$ cat src/rtl/assert_macros.svh
// Assertion macros shared by the route table RTL.
// Needs clk and rst_n in the scope of each use.
`ifndef ASSERT_MACROS_SVH
`define ASSERT_MACROS_SVH

// Property must hold at every clock edge outside reset.
`define LPM_ASSERT(lbl, prop, msg) \
    lbl: assert property (@(posedge clk) disable iff (!rst_n) (prop)) else $error(msg);

// Condition must never be true outside reset.
`define LPM_NEVER(lbl, cond, msg) \
    lbl: assert property (@(posedge clk) disable iff (!rst_n) !(cond)) else $error(msg);

`endif

$ cat src/rtl/lpm_pkg.sv
// Shared types and codes for the longest-prefix-match route table.
// No dependencies.
`default_nettype none

package lpm_pkg;

    // Width of the bit_count and matched_length fields
    localparam int LEN_W = 6;
    localparam int ST_W  = 2;

    localparam logic [ST_W-1:0] ST_INS_OK = 2'd0;
    localparam logic [ST_W-1:0] ST_FULL   = 2'd1;
    localparam logic [ST_W-1:0] ST_HIT    = 2'd2;
    localparam logic [ST_W-1:0] ST_MISS   = 2'd3;

    localparam logic KIND_INSERT = 1'b0;
    localparam logic KIND_LOOKUP = 1'b1;

    // Control part of the token that walks the cell chain.
    // done: insert has landed, or lookup has found at least one match.
    typedef struct packed {
        logic vld;
        logic kind;
        logic done;
    } lpm_ctl_t;

endpackage

`default_nettype wire

$ cat src/rtl/lpm_cell.sv
// One route table entry plus one stage of the token chain.
// Depends on lpm_pkg and assert_macros.svh.
`default_nettype none
`include "assert_macros.svh"

module lpm_cell
    import lpm_pkg::*;
#(
    parameter int AW = 32,
    parameter int RW = 16,
    parameter int LW = 6
)
(
    input  wire logic          clk,
    input  wire logic          rst_n,
    input  wire lpm_ctl_t      ctl_i,
    input  wire logic [AW-1:0] addr_i,
    input  wire logic [LW-1:0] len_i,
    input  wire logic [RW-1:0] rtr_i,
    input  wire logic [LW-1:0] blen_i,
    output lpm_ctl_t           ctl_o,
    output logic [AW-1:0]      addr_o,
    output logic [LW-1:0]      len_o,
    output logic [RW-1:0]      rtr_o,
    output logic [LW-1:0]      blen_o
);

    logic          valid_reg;
    logic          valid_next;
    logic [AW-1:0] prefix_reg;
    logic [AW-1:0] prefix_next;
    logic [LW-1:0] length_reg;
    logic [LW-1:0] length_next;
    logic [RW-1:0] router_reg;
    logic [RW-1:0] router_next;

    lpm_ctl_t      ctl_reg;
    lpm_ctl_t      ctl_next;
    logic [AW-1:0] addr_reg;
    logic [LW-1:0] len_reg;
    logic [RW-1:0] rtr_reg;
    logic [RW-1:0] rtr_next;
    logic [LW-1:0] blen_reg;
    logic [LW-1:0] blen_next;

    logic          is_ins;
    logic          is_lkp;
    logic          exact;
    logic          match;
    logic [AW-1:0] entry_mask;

    assign is_ins     = ctl_i.vld && (ctl_i.kind == KIND_INSERT);
    assign is_lkp     = ctl_i.vld && (ctl_i.kind == KIND_LOOKUP);
    assign entry_mask = ~({AW{1'b1}} >> length_reg);
    assign exact      = valid_reg && (length_reg == len_i) && (prefix_reg == addr_i);
    assign match      = valid_reg && (length_reg <= len_i)
                        && ((addr_i & entry_mask) == prefix_reg);

    always_comb
    begin
        valid_next  = valid_reg;
        prefix_next = prefix_reg;
        length_next = length_reg;
        router_next = router_reg;
        ctl_next    = ctl_i;
        rtr_next    = rtr_i;
        blen_next   = blen_i;
        if (is_ins && !ctl_i.done)
        begin
            // cells fill in order, so the first free cell means no exact match exists
            if (exact)
            begin
                router_next   = rtr_i;
                ctl_next.done = 1'b1;
            end
            else if (!valid_reg)
            begin
                valid_next    = 1'b1;
                prefix_next   = addr_i;
                length_next   = len_i;
                router_next   = rtr_i;
                ctl_next.done = 1'b1;
            end
        end
        if (is_lkp && match && (!ctl_i.done || (length_reg > blen_i)))
        begin
            ctl_next.done = 1'b1;
            rtr_next      = router_reg;
            blen_next     = length_reg;
        end
    end

    always_ff @(posedge clk or negedge rst_n)
    begin
        if (!rst_n)
        begin
            valid_reg <= 1'b0;
            ctl_reg   <= '0;
        end
        else
        begin
            valid_reg <= valid_next;
            ctl_reg   <= ctl_next;
        end
    end

    always_ff @(posedge clk)
    begin
        prefix_reg <= prefix_next;
        length_reg <= length_next;
        router_reg <= router_next;
        addr_reg   <= addr_i;
        len_reg    <= len_i;
        rtr_reg    <= rtr_next;
        blen_reg   <= blen_next;
    end

    assign ctl_o  = ctl_reg;
    assign addr_o = addr_reg;
    assign len_o  = len_reg;
    assign rtr_o  = rtr_reg;
    assign blen_o = blen_reg;

    `LPM_NEVER(a_entry_kept, $fell(valid_reg), "route entry lost its valid bit")
    `LPM_ASSERT(a_lookup_no_write, is_lkp |=> $stable(valid_reg), "lookup claimed an entry")
    `LPM_ASSERT(a_done_sticks, (ctl_i.vld && ctl_i.done) |=> ctl_reg.done, "token lost done")

endmodule

`default_nettype wire

$ cat config.mk
export PLATFORM = sky130hd
export DESIGN_NAME = lpm_cell
export DESIGN_NICKNAME = d
export VERILOG_FILES = /design/src/rtl/lpm_pkg.sv /design/src/rtl/lpm_cell.sv
export VERILOG_INCLUDE_DIRS = /design/src /design/src/rtl
export SDC_FILE = /design/constraint.sdc
export NUM_CORES = 1
export LEC_CHECK = 0
export BUFFER_PORTS_ARGS = -buffer_cell sky130_fd_sc_hd__buf_2
export CAP_MARGIN = 20
export CORE_UTILIZATION = 28
export DETAILED_ROUTE_END_ITERATION = 10
export PLACE_DENSITY = 0.55
export SLEW_MARGIN = 40
export SYNTH_ARGS = -nofsm -noshare
export SYNTH_HDL_FRONTEND = slang
export SYNTH_SLANG_ARGS = --single-unit
$ cat constraint.sdc
create_clock -name clk -period 3.8 [get_ports clk]
set_input_delay 0.19 -clock clk [delete_from_list [all_inputs] [get_ports clk]]
set_output_delay 0.19 -clock clk [all_outputs]
set_load 0.01 [all_outputs]
Word level (Yosys, flattened, before mapping). Index checks and enable logic that the tools add are counted. Widths: inputs -> output; s select.

Magnitude comparators: 2. Eq/ne operators: 4. Shift-type cells: 1. Multiplexer cells: 8. Bitwise logic cells: 5. Reductions and logical operators: 14.

Operators by type and width (number): $eq 32x32->1 (2); $mux 16 (3); $and 32x32->32 (1); $not 32->32 (1); $shr 32x6->32 const A (1); $logic_and 1x1->1 (9); $eq 6x6->1 (1); $gt 6x6->1 (1); $le 6x6->1 (1); $mux 6 (1); $mux 1 (4); $reduce_and 2->1 (2); $not 1->1 (3); $reduce_and 3->1 (1); $ne 2x1->1 const B (1); $logic_not 1->1 (1); $logic_or 1x1->1 (1).

Flip-flop bits (word level): 118. Input port bits: 65. Output and inout bits: 63.

Depth between registers and ports, before layout. Gate-level depths: netlist of run 1.

Word-level depth: 8. Depth in mapped cells: 11. Mapped depth without buffers: 9.

Worst setup path after synthesis of run 1. Ideal clock, no wire load.

Path kind: register to register. Start: register prefix_reg[15]. End: register router_reg[0], enable pin. Data arrival time: 2.398 ns. Path slack: 1.007 ns. Stages on the path, launching flop included: 7. Path buffers: 0. Cells stage by stage: edfxtp_1 nand2b_1 o2111ai_1 a2111oi_0 o2111ai_1 or3_1 a21oi_1.

Longest elaborated chain between the ends: 4.

RTL lines: start, declared (line lpm_cell.sv:30) `logic [AW-1:0] prefix_reg;`; start signal, assigned (line lpm_cell.sv:109) `prefix_reg <= prefix_next;`; $eq 32x32->1 (line lpm_cell.sv:55) `assign exact = valid_reg && (length_reg == len_i) && (prefix_reg == addr_i);`; $logic_and 1x1->1 (line lpm_cell.sv:55); $ne 2x1->1 (no line); $reduce_and 2->1 (no line); end signal, assigned (line lpm_cell.sv:111) `router_reg <= router_next;`; end, declared (line lpm_cell.sv:34) `logic [RW-1:0] router_reg;`.

Every way passes these cells. A chain may end at the register's enable or synchronous reset.

Worst setup path after layout of run 1.
Start: register length_reg[2]. End: register blen_reg[3] (netlist: blen_o[3]).

Longest elaborated chain between the ends: 8. Elaborated cells between the ends (all ways): 12. Those cells by class: order compare: 2; eq/ne: 1; shift: 1; mux: 1; bitwise: 2; reduce/logical: 5.

RTL lines: start, declared (line lpm_cell.sv:32) `logic [LW-1:0] length_reg;`; start signal, assigned (line lpm_cell.sv:110) `length_reg <= length_next;`; $shr 32x6->32 (line lpm_cell.sv:54) `assign entry_mask = ~({AW{1'b1}} >> length_reg);`; $not 32->32 (line lpm_cell.sv:54); $and 32x32->32 (line lpm_cell.sv:57) `&& ((addr_i & entry_mask) == prefix_reg);`; $eq 32x32->1 (line lpm_cell.sv:57); $logic_and 1x1->1 (line lpm_cell.sv:57); $logic_and 1x1->1 (line lpm_cell.sv:85) `if (is_lkp && match && (!ctl_i.done || (length_reg > blen_i)))`; $logic_and 1x1->1 * (line lpm_cell.sv:85); $mux 6 * (line lpm_cell.sv:85); named net blen_next[3] (line lpm_cell.sv:44) `logic [LW-1:0] blen_next;`; end signal, assigned (line lpm_cell.sv:115) `blen_reg <= blen_next;`; end, declared (line lpm_cell.sv:43) `logic [LW-1:0] blen_reg;`.

The timed path passes the listed nets; every way through them passes the cells marked *.

==> results of run 1 <==
Yosys cell counts, types with 2 or more instances:
cell and count:
buf_6 2, buf_4 2, nor2_1 14, nand2b_1 25
mux2i_1 8, or4_1 2, nor3_1 3, a41o_1 2
nor4b_1 2, a2111oi_0 3, mux2_2 11, mux2_4 10
clkbuf_1 2, a21o_1 4, or2_2 2, nand3_1 4
nor2b_1 14, buf_2 7, dfxtp_1 60, nor4_1 4
ha_1 12, o2111ai_1 11, a211oi_1 3, o22ai_1 5
o21ai_0 14, a21oi_1 26, inv_1 33, dfrtp_1 4
nand3b_1 2, edfxtp_1 54, xnor2_1 2, nand4_1 7
nand2_1 11, nor4_2 2, or3_1 3, a31oi_1 5
xor2_1 5
power by group through the flow:
stage / Combinational [mW] / Clock (mW) / Sequential [mW]
floorplan: 0.0554 / 0 / 1.42
global placement: 0.184 / 0 / 1.40
detailed placement: 0.185 / 0 / 1.40
CTS: 0.232 / 1.55 / 1.37
global route: 0.251 / 1.61 / 1.37
finish: 0.230 / 1.51 / 1.37
cells by family after synthesis:
| group | share of synthesized area (%) |
|---|---|
| adders and majority gates | 3.04 |
| buffers and inverters | 4.21 |
| DFF | 59.3 |
| AOI/OAI and AO/OA | 12.4 |
| and+or+nand+nor | 12.6 |
| muxes | 7.18 |
| xor gates and xnor gates | 1.24 |
layout make-up:
class | count | area share, %
Multi-Input combinational cell | 242 | 25.8
Sequential cell | 118 | 41.7
Inverter | 33 | 1.77
Clock buffer | 20 | 6.51
Clock inverter | 12 | 1.46
Timing Repair Buffer | 195 | 18.8
Tap cell | 225 | 4.01
per-layer routing:
layer | routed length, um | part of all wire (%)
met5 | 0 | 0
met3 | 818 | 5.5
met4 | 259 | 1.7
met2 | 7040 | 47
met1 | 6790 | 46
final timing paths:
kind	startpoint	endpoint	slack (ns)	cells past startpoint
min in group asynchronous	rst_n	ctl_o[0]	0.12	2
max in group asynchronous	rst_n	ctl_o[2]	3.56	2
max	length_reg[2]	blen_o[3]	0.43	7
max reg2reg	length_reg[2]	blen_o[3]	0.43	7
min reg2reg	router_reg[9]	rtr_o[9]	0.47	1
min	blen_i[2]	blen_o[2]	0.03	2
repair_timing:
| action | CTS | global route |
|---|---|---|
| hold endpoints to repair | 85 | 0 |
| setup buffers | 0 | 0 |
| hold buffers | 57 | 0 |
==> flow_summary.json, run 1 <==
{
  "switching_share_pct": 22.3,
  "nFillCells": 1638,
  "yosysWarnings": 0,
  "intPower_mw": 2.41,
  "ys_types": 64,
  "viasPerCell": 4.73,
  "regArea_sq_um": 2920,
  "cts_buffers": 17,
  "outcome": "completed",
  "tns_ns": 0,
  "insertion_delay_ns": 0.42,
  "synthCells": 407,
  "slew_headroom_pct": 51.4,
  "clock_path_buffers": 2,
  "tightest_slew_ns": 0.727,
  "die_w_um": 135,
  "die_h_um": 135,
  "grt_first_pass_wirelength_um": 22600,
  "met2_usage_pct": 28.0,
  "setup_viol": 0,
  "ant_nets": 0,
  "wl_per_cell_um": 17.6,
  "multi_input_area_sq_um": 1810,
  "power_frac_comb_pct": 7.4,
  "power_density_nw_per_um2": 443,
  "synth-seq-cells": 118,
  "crit_fanout": 20,
  "area_growth_syn_to_layout_pct": 42.2,
  "max_clock_freq_mhz": 297,
  "fin_crit_sh_pct": 88.7,
  "syn_area_sq_um": 4930,
  "grt_usage_pct": 17.0,
  "ctsResizeCount": 0,
  "dieArea_sq_um": 18100,
  "async_flop_share_pct": 3.39,
  "antenna_found_initial": 0,
  "grtUsageMet3_pct": 4.13,
  "drv_cap": 0,
  "initial_core_util_pct": 28.6,
  "drive_above_1_share_pct": 31.9,
  "final_max_slew_viol_count": 0,
  "seq_area_frac_synth_pct": 59.3,
  "cp.required_ns": 4.10,
  "yosys.area.top_type_share_pct": 32.9,
  "dp_slack_ns": 0.505,
  "slowest_stage": "edfxtp_1",
  "gr-total-overflow": 0,
  "grt_pass1_vias": 4055,
  "cts_tree": "done",
  "ir_worst_vdd_mv": 0.300,
  "ys_top_cells_by_area": "edfxtp_1 33%, dfxtp_1 24%, nand2b_1 3.2%",
  "drc": 0,
  "synth_fp_nets": 484,
  "port_buffers": 127,
  "switching_power_mw": 0.695,
  "drt_iter0_markers": 246,
  "cp.arrival_ns": 3.67,
  "grt.met1_usage_pct": 21.7,
  "pwr-share-seq_pct": 44.1,
  "final_nets": 684,
  "drt_pre_antenna_iters": 6,
  "yosysTopAreaCell": "edfxtp_1",
  "power.total_mw": 3.11,
  "critical_path.endpoint_type": "flip-flop",
  "cts.htree.levels": 4,
  "totalWireLength_um": 14900,
  "crit_type": "reg -> reg",
  "ys.flop_type": "dfxtp_1",
  "avgSynthCellArea_sq_um": 12.1,
  "place_inst": 756,
  "fin_cells": 845,
  "timing.hold.ws_ns": 0.0254,
  "start_kind": "flip-flop",
  "final.setup_skew_ns": 0.00948,
  "dp_hpwl_um": 11100,
  "io_pins": 128,
  "dpl-instance-area_sq_um": 5880,
  "fin_ws_ns": 0.431,
  "root_buffer": "clkbuf_16",
  "final-hold-violation-count": 0,
  "synth_edf_count": 54,
  "cts.sinks": 118,
  "vias": 3994,
  "gp_congestion": 0.853,
  "hold_class": "in -> reg",
  "rows": 48,
  "grt_most_used_layer": "met2",
  "fin_crit_ns": 3.37,
  "layout_commonest_cell": "buf_2",
  "design_area_sq_um": 7020,
  "clkPwrFrac_pct": 48.5,
  "worstPathCellList": "nand2_1, nor3_1, o21ai_1, a22o_1, nor4_1, and4_1, mux2_2",
  "rsz0062_at_grt": "false",
  "core_area_sq_um": 17200,
  "postLayoutCoreUtil_pct": 40.7,
  "cp_num_buf_inv": 0,
  "crit_family": "simple AND/OR/NAND/NOR gates",
  "slowest_delay_ns": 0.80,
  "clkTransAtPathRegs_ns": 0.06,
  "grt_max_degree": 21,
  "mostFrequentLayoutCells": "127 x buf_2, 60 x dfxtp_1, 57 x dlygate4sd3_1",
  "antenna_cells": 0,
  "p_leak_nw": 2.95
}
No activity file was read; power rests on OpenSTA's default activity.
==> run 2, diff against run 1 <==
--- a/config.mk
+++ b/config.mk
@@ -6,11 +6,11 @@
 export SDC_FILE = /design/constraint.sdc
 export NUM_CORES = 1
 export LEC_CHECK = 0
-export BUFFER_PORTS_ARGS = -buffer_cell sky130_fd_sc_hd__buf_2
 export CAP_MARGIN = 20
 export CORE_UTILIZATION = 28
 export DETAILED_ROUTE_END_ITERATION = 10
-export PLACE_DENSITY = 0.55
+export DONT_BUFFER_PORTS = 1
+export PLACE_DENSITY = 0.48
 export SLEW_MARGIN = 40
 export SYNTH_ARGS = -nofsm -noshare
 export SYNTH_HDL_FRONTEND = slang
==> constraint.sdc (replaced) <==
create_clock -name clk -period 3.5 [get_ports clk]
set_input_delay 0.175 -clock clk [delete_from_list [all_inputs] [get_ports clk]]
set_output_delay 0.175 -clock clk [all_outputs]
set_load 0.01 [all_outputs]
==> run 2 against run 1 <==
  * Maximum frequency increased by 8.3%
  * Clock power rose by 11%
  * Via count down 10%
  * Global-route usage up 0.14 points
  * Routed wire length down 0.95%
  * Total power is 7.8% higher
  * Combinational power decreased by 35%
  * Largest power group unchanged
  * Highest routed layer unchanged
==> flow_summary.json, run 2 (synthesis gave the netlist of run 1 again) <==
{
  "grt_pass1_vias": 3747,
  "ant_nets": 0,
  "final.setup_skew_ns": 0.0201,
  "die_w_um": 135,
  "cts_tree": "done",
  "max_clock_freq_mhz": 322,
  "r2r_start": "length_reg[3]",
  "grt_first_pass_wirelength_um": 22200,
  "cp.required_ns": 3.81,
  "tns_ns": 0,
  "start_kind": "flip-flop",
  "r2r-end": "blen_o[3]",
  "rsz0062_at_grt": "false",
  "clock_path_buffers": 2,
  "dp_hpwl_um": 10700,
  "fin_ws_ns": 0.391,
  "final_nets": 571,
  "rows": 48,
  "layout_commonest_cell": "dlygate4sd3_1",
  "p_leak_nw": 2.54,
  "drt_pre_antenna_iters": 7,
  "vias": 3586,
  "outcome": "completed",
  "nFillCells": 1673,
  "gp_congestion": 0.930,
  "crit_type": "reg -> reg",
  "critical_path.endpoint_type": "flip-flop",
  "drive_above_1_share_pct": 16.0,
  "power_density_nw_per_um2": 513,
  "dp_slack_ns": 0.418,
  "dieArea_sq_um": 18100,
  "gr-total-overflow": 0,
  "area_growth_syn_to_layout_pct": 32.3,
  "clkTransAtPathRegs_ns": 0.06,
  "final-hold-violation-count": 0,
  "hold_class": "in -> async",
  "cts.htree.levels": 4,
  "viasPerCell": 4.90,
  "initial_core_util_pct": 28.6,
  "tightest_slew_ns": 0.715,
  "core_area_sq_um": 17200,
  "crit_end": "blen_o[3]",
  "grt_usage_pct": 17.1,
  "worstRegToRegCells": 8,
  "fin_crit_sh_pct": 88.8,
  "power.total_mw": 3.35,
  "fin_crit_ns": 3.11,
  "setup_viol": 0,
  "regArea_sq_um": 2920,
  "drv_cap": 0,
  "cts.sinks": 118,
  "r2r_slack_ns": 0.39,
  "port_buffers": 0,
  "drt_iter0_markers": 193,
  "mostFrequentLayoutCells": "64 x dlygate4sd3_1, 60 x dfxtp_1, 54 x edfxtp_1",
  "final_max_slew_viol_count": 0,
  "wl_per_cell_um": 20.2,
  "antenna_found_initial": 0,
  "crit_start": "length_reg[3]",
  "cp.arrival_ns": 3.42,
  "multi_input_area_sq_um": 1810,
  "drc": 0,
  "ir_worst_vdd_mv": 0.311,
  "cts_buffers": 17,
  "slew_headroom_pct": 52.2,
  "grt_max_degree": 22,
  "die_h_um": 135,
  "crit_fanout": 10,
  "antenna_cells": 0,
  "insertion_delay_ns": 0.42,
  "root_buffer": "clkbuf_16",
  "totalWireLength_um": 14800,
  "io_pins": 128
}
==> run 2: changes by cell type in the layout (fill, tap and decap cells not counted), sizes merged <==
cell         delta
buf           -120
clkbuf          +1
clkinv          -2
clkinvlp        -1
dlygate4sd3     +7
inv             +2
==> run 2: how the worst min path moves through the flow <==
stage / start / to / slack, ns / cells after the start
after floorplan: rst_n / ctl_o[0] / -0.12 / 0
after global placement: rst_n / ctl_o[2] / -0.12 / 0
after detailed placement: rst_n / ctl_o[2] / -0.12 / 0
after CTS: rst_n / valid_reg / 0.02 / 1
after global routing: rst_n / ctl_o[2] / 0.03 / 1
final: rst_n / valid_reg / 0.05 / 1
==> run 2: layer usage <==
metal | vias to the layer above | GRT usage [%] | share of wire, %
li1 | 1687 | - | -
met1 | 1720 | 21.4 | 45
met2 | 151 | 27.5 | 47
met3 | 28 | 4.54 | 5.1
met4 | 0 | 7.93 | 2.7
met5 | - | 0 | 0
==> run 2: worst max-delay path: stages (launching register included) <==
cell and delay, ns:
edfxtp_1 0.55, buf_4 0.24, or4_1 0.40, a21oi_1 0.22
mux2i_1 0.21, o2111ai_1 0.14, nor4_2 0.50, and4_1 0.38
mux2_2 0.36
==> run 2: metrics by stage <==
stage	cell area (sq um)	util [%]	cells	hold slack, ns
after floorplan	4930	-	407	-0.121
after detailed placement	5300	30.8	636	-0.120
final	6530	37.9	732	0.0460
after global routing	6530	37.9	732	0.0336
after CTS	6530	37.9	732	0.0201
after global placement	5300	30.8	636	-0.120
==> run 2: area by class of cell <==
class | count | area share (%)
clock buffer | 21 | 7.53
clock inverter | 11 | 1.42
inverter | 33 | 1.90
multi-input combinational | 242 | 27.8
sequential | 118 | 44.8
tap | 225 | 4.31
timing repair buffer | 82 | 12.3
==> run 2: report_power, final <==
group	switching [mW]	leakage, nW	total [mW]	internal [mW]
Combinational	0.0609	1.21	0.150	0.0889
Clock	0.614	0.291	1.68	1.07
Sequential	0.0343	1.04	1.52	1.48
==> run 2: timing repair <==
action	CTS	global route
resized for setup	0	0
setup buffers	0	0
endpoints found under the hold margin	121	0
hold buffers	64	0
==> run 3, diff against run 2 <==
--- a/config.mk
+++ b/config.mk
@@ -7,10 +7,12 @@
 export NUM_CORES = 1
 export LEC_CHECK = 0
 export CAP_MARGIN = 20
+export CELL_PAD_IN_SITES_DETAIL_PLACEMENT = 0
+export CELL_PAD_IN_SITES_GLOBAL_PLACEMENT = 1
 export CORE_UTILIZATION = 28
 export DETAILED_ROUTE_END_ITERATION = 10
 export DONT_BUFFER_PORTS = 1
-export PLACE_DENSITY = 0.48
+export PLACE_DENSITY = 0.57
 export SLEW_MARGIN = 40
 export SYNTH_ARGS = -nofsm -noshare
 export SYNTH_HDL_FRONTEND = slang
==> run 3 against run 2 <==
  * Die area did not move
  * Critical path depth down 1
  * Final cell count fell by 0.41%
  * Clock skew decreased by 0.010 ns
  * Critical endpoint is now blen_o[5]
==> flow_summary.json, run 3 (synthesis gave the netlist of run 1 again) <==
{
  "outcome": "completed",
  "ctsResizeCount": 0,
  "cts_tree": "done",
  "drv_cap": 0,
  "totalWireLength_um": 15000,
  "clock_path_buffers": 2,
  "postLayoutCoreUtil_pct": 37.7,
  "slowest_delay_ns": 0.62,
  "dieArea_sq_um": 18100,
  "cp.arrival_ns": 3.55,
  "crit_type": "reg -> reg",
  "cp.required_ns": 3.80,
  "final_max_slew_viol_count": 0,
  "fin_crit_sh_pct": 92.8,
  "grt_usage_pct": 17.4,
  "gr-total-overflow": 0,
  "io_pins": 128,
  "ant_nets": 0,
  "setup_viol": 0,
  "final.setup_skew_ns": 0.0100,
  "area_growth_syn_to_layout_pct": 31.8,
  "viasPerCell": 4.93,
  "slowest_stage": "edfxtp_1",
  "grt_max_degree": 22,
  "layout_commonest_cell": "dlygate4sd3_1",
  "hold_class": "in -> async",
  "antenna_found_initial": 0,
  "worstPathCellList": "or4_1, a21oi_1, mux2i_1, o2111ai_1, nor4_2, and4_1, mux2_2",
  "gp_congestion": 0.844,
  "fin_crit_ns": 3.25,
  "core_area_sq_um": 17200,
  "start_kind": "flip-flop",
  "die_w_um": 135,
  "slew_headroom_pct": 50.7,
  "mostFrequentLayoutCells": "64 x dlygate4sd3_1, 60 x dfxtp_1, 54 x edfxtp_1",
  "antenna_cells": 0,
  "final_nets": 568,
  "dp_hpwl_um": 10500,
  "root_buffer": "clkbuf_16",
  "rsz0062_at_grt": "false",
  "grt_first_pass_wirelength_um": 22500,
  "initial_core_util_pct": 28.6,
  "critical_path.endpoint_type": "flip-flop",
  "vias": 3594,
  "cts.sinks": 118,
  "ir_worst_vdd_mv": 0.360,
  "insertion_delay_ns": 0.42,
  "die_h_um": 135,
  "tightest_slew_ns": 0.737,
  "drt_pre_antenna_iters": 5,
  "drive_above_1_share_pct": 14.7,
  "max_clock_freq_mhz": 308,
  "drt_iter0_markers": 198,
  "power_density_nw_per_um2": 520,
  "port_buffers": 0,
  "p_leak_nw": 2.53,
  "tns_ns": 0,
  "cts_buffers": 17,
  "clkTransAtPathRegs_ns": 0.05,
  "cts.htree.levels": 4,
  "drc": 0,
  "wl_per_cell_um": 20.6,
  "final-hold-violation-count": 0,
  "rows": 48,
  "crit_fanout": 15,
  "grt_pass1_vias": 3750
}
run 3: power by group:
part | switching [mW] | leakage [nW] | internal, mW
logic | 0.0603 | 1.19 | 0.0888
registers | 0.0335 | 1.04 | 1.48
clock network | 0.604 | 0.297 | 1.11
total | 0.698 | 2.53 | 2.68
run 3: layer usage:
| layer | share of wire (%) | global-route usage, % |
|---|---|---|
| met1 | 45 | 22.2 |
| met2 | 47 | 27.3 |
| met3 | 6.8 | 5.33 |
| met4 | 1.8 | 6.87 |
| met5 | 0 | 0 |
run 3: cell type report:
type                            count  area (sq um)
Clock inverter                      8          65.1
Multi-Input combinational cell    242          1810
Inverter                           33           124
Tap cell                          225           282
Timing Repair Buffer               79           766
Fill cell                        1698         10700
Sequential cell                   118          2920
Clock buffer                       24           526
run 3: worst max-delay path, delay by kind of cell (launching register included):
family / cells / cell delay (ns)
simple gates: 3 / 1.45
flops: 1 / 0.62
mux: 2 / 0.64
compound gates: 2 / 0.42
run 3: repair_timing:
| action | in CTS | in global routing |
|---|---|---|
| hold buffers | 64 | 0 |
| setup buffers | 0 | 0 |
| hold endpoints to repair | 121 | 0 |
run 3: through the flow:
stage / instances / hold WS [ns] / power (mW) / cell area [sq um] / setup slack [ns]
global placement: 633 / -0.120 / 1.62 / 5270 / 0.264
global route: 729 / 0.0373 / 3.49 / 6500 / 0.150
finish: 729 / 0.0374 / 3.38 / 6500 / 0.253
detailed placement: 633 / -0.120 / 1.62 / 5270 / 0.335
CTS: 729 / 0.0239 / 3.42 / 6500 / 0.304
floorplan: 407 / -0.121 / 1.60 / 4930 / 0.707
run 3: worst paths after layout:
kind	startpoint	end	slack, ns	depth (start not counted)
hold reg to reg	router_reg[10]	rtr_o[10]	0.47	1
min in group clk	ctl_i[0]	valid_reg	0.14	3
setup reg to reg	length_reg[1]	blen_o[5]	0.25	7
max in group asynchronous	rst_n	ctl_o[0]	3.28	1
setup / recovery	length_reg[1]	blen_o[5]	0.25	7
hold / removal	rst_n	valid_reg	0.04	1
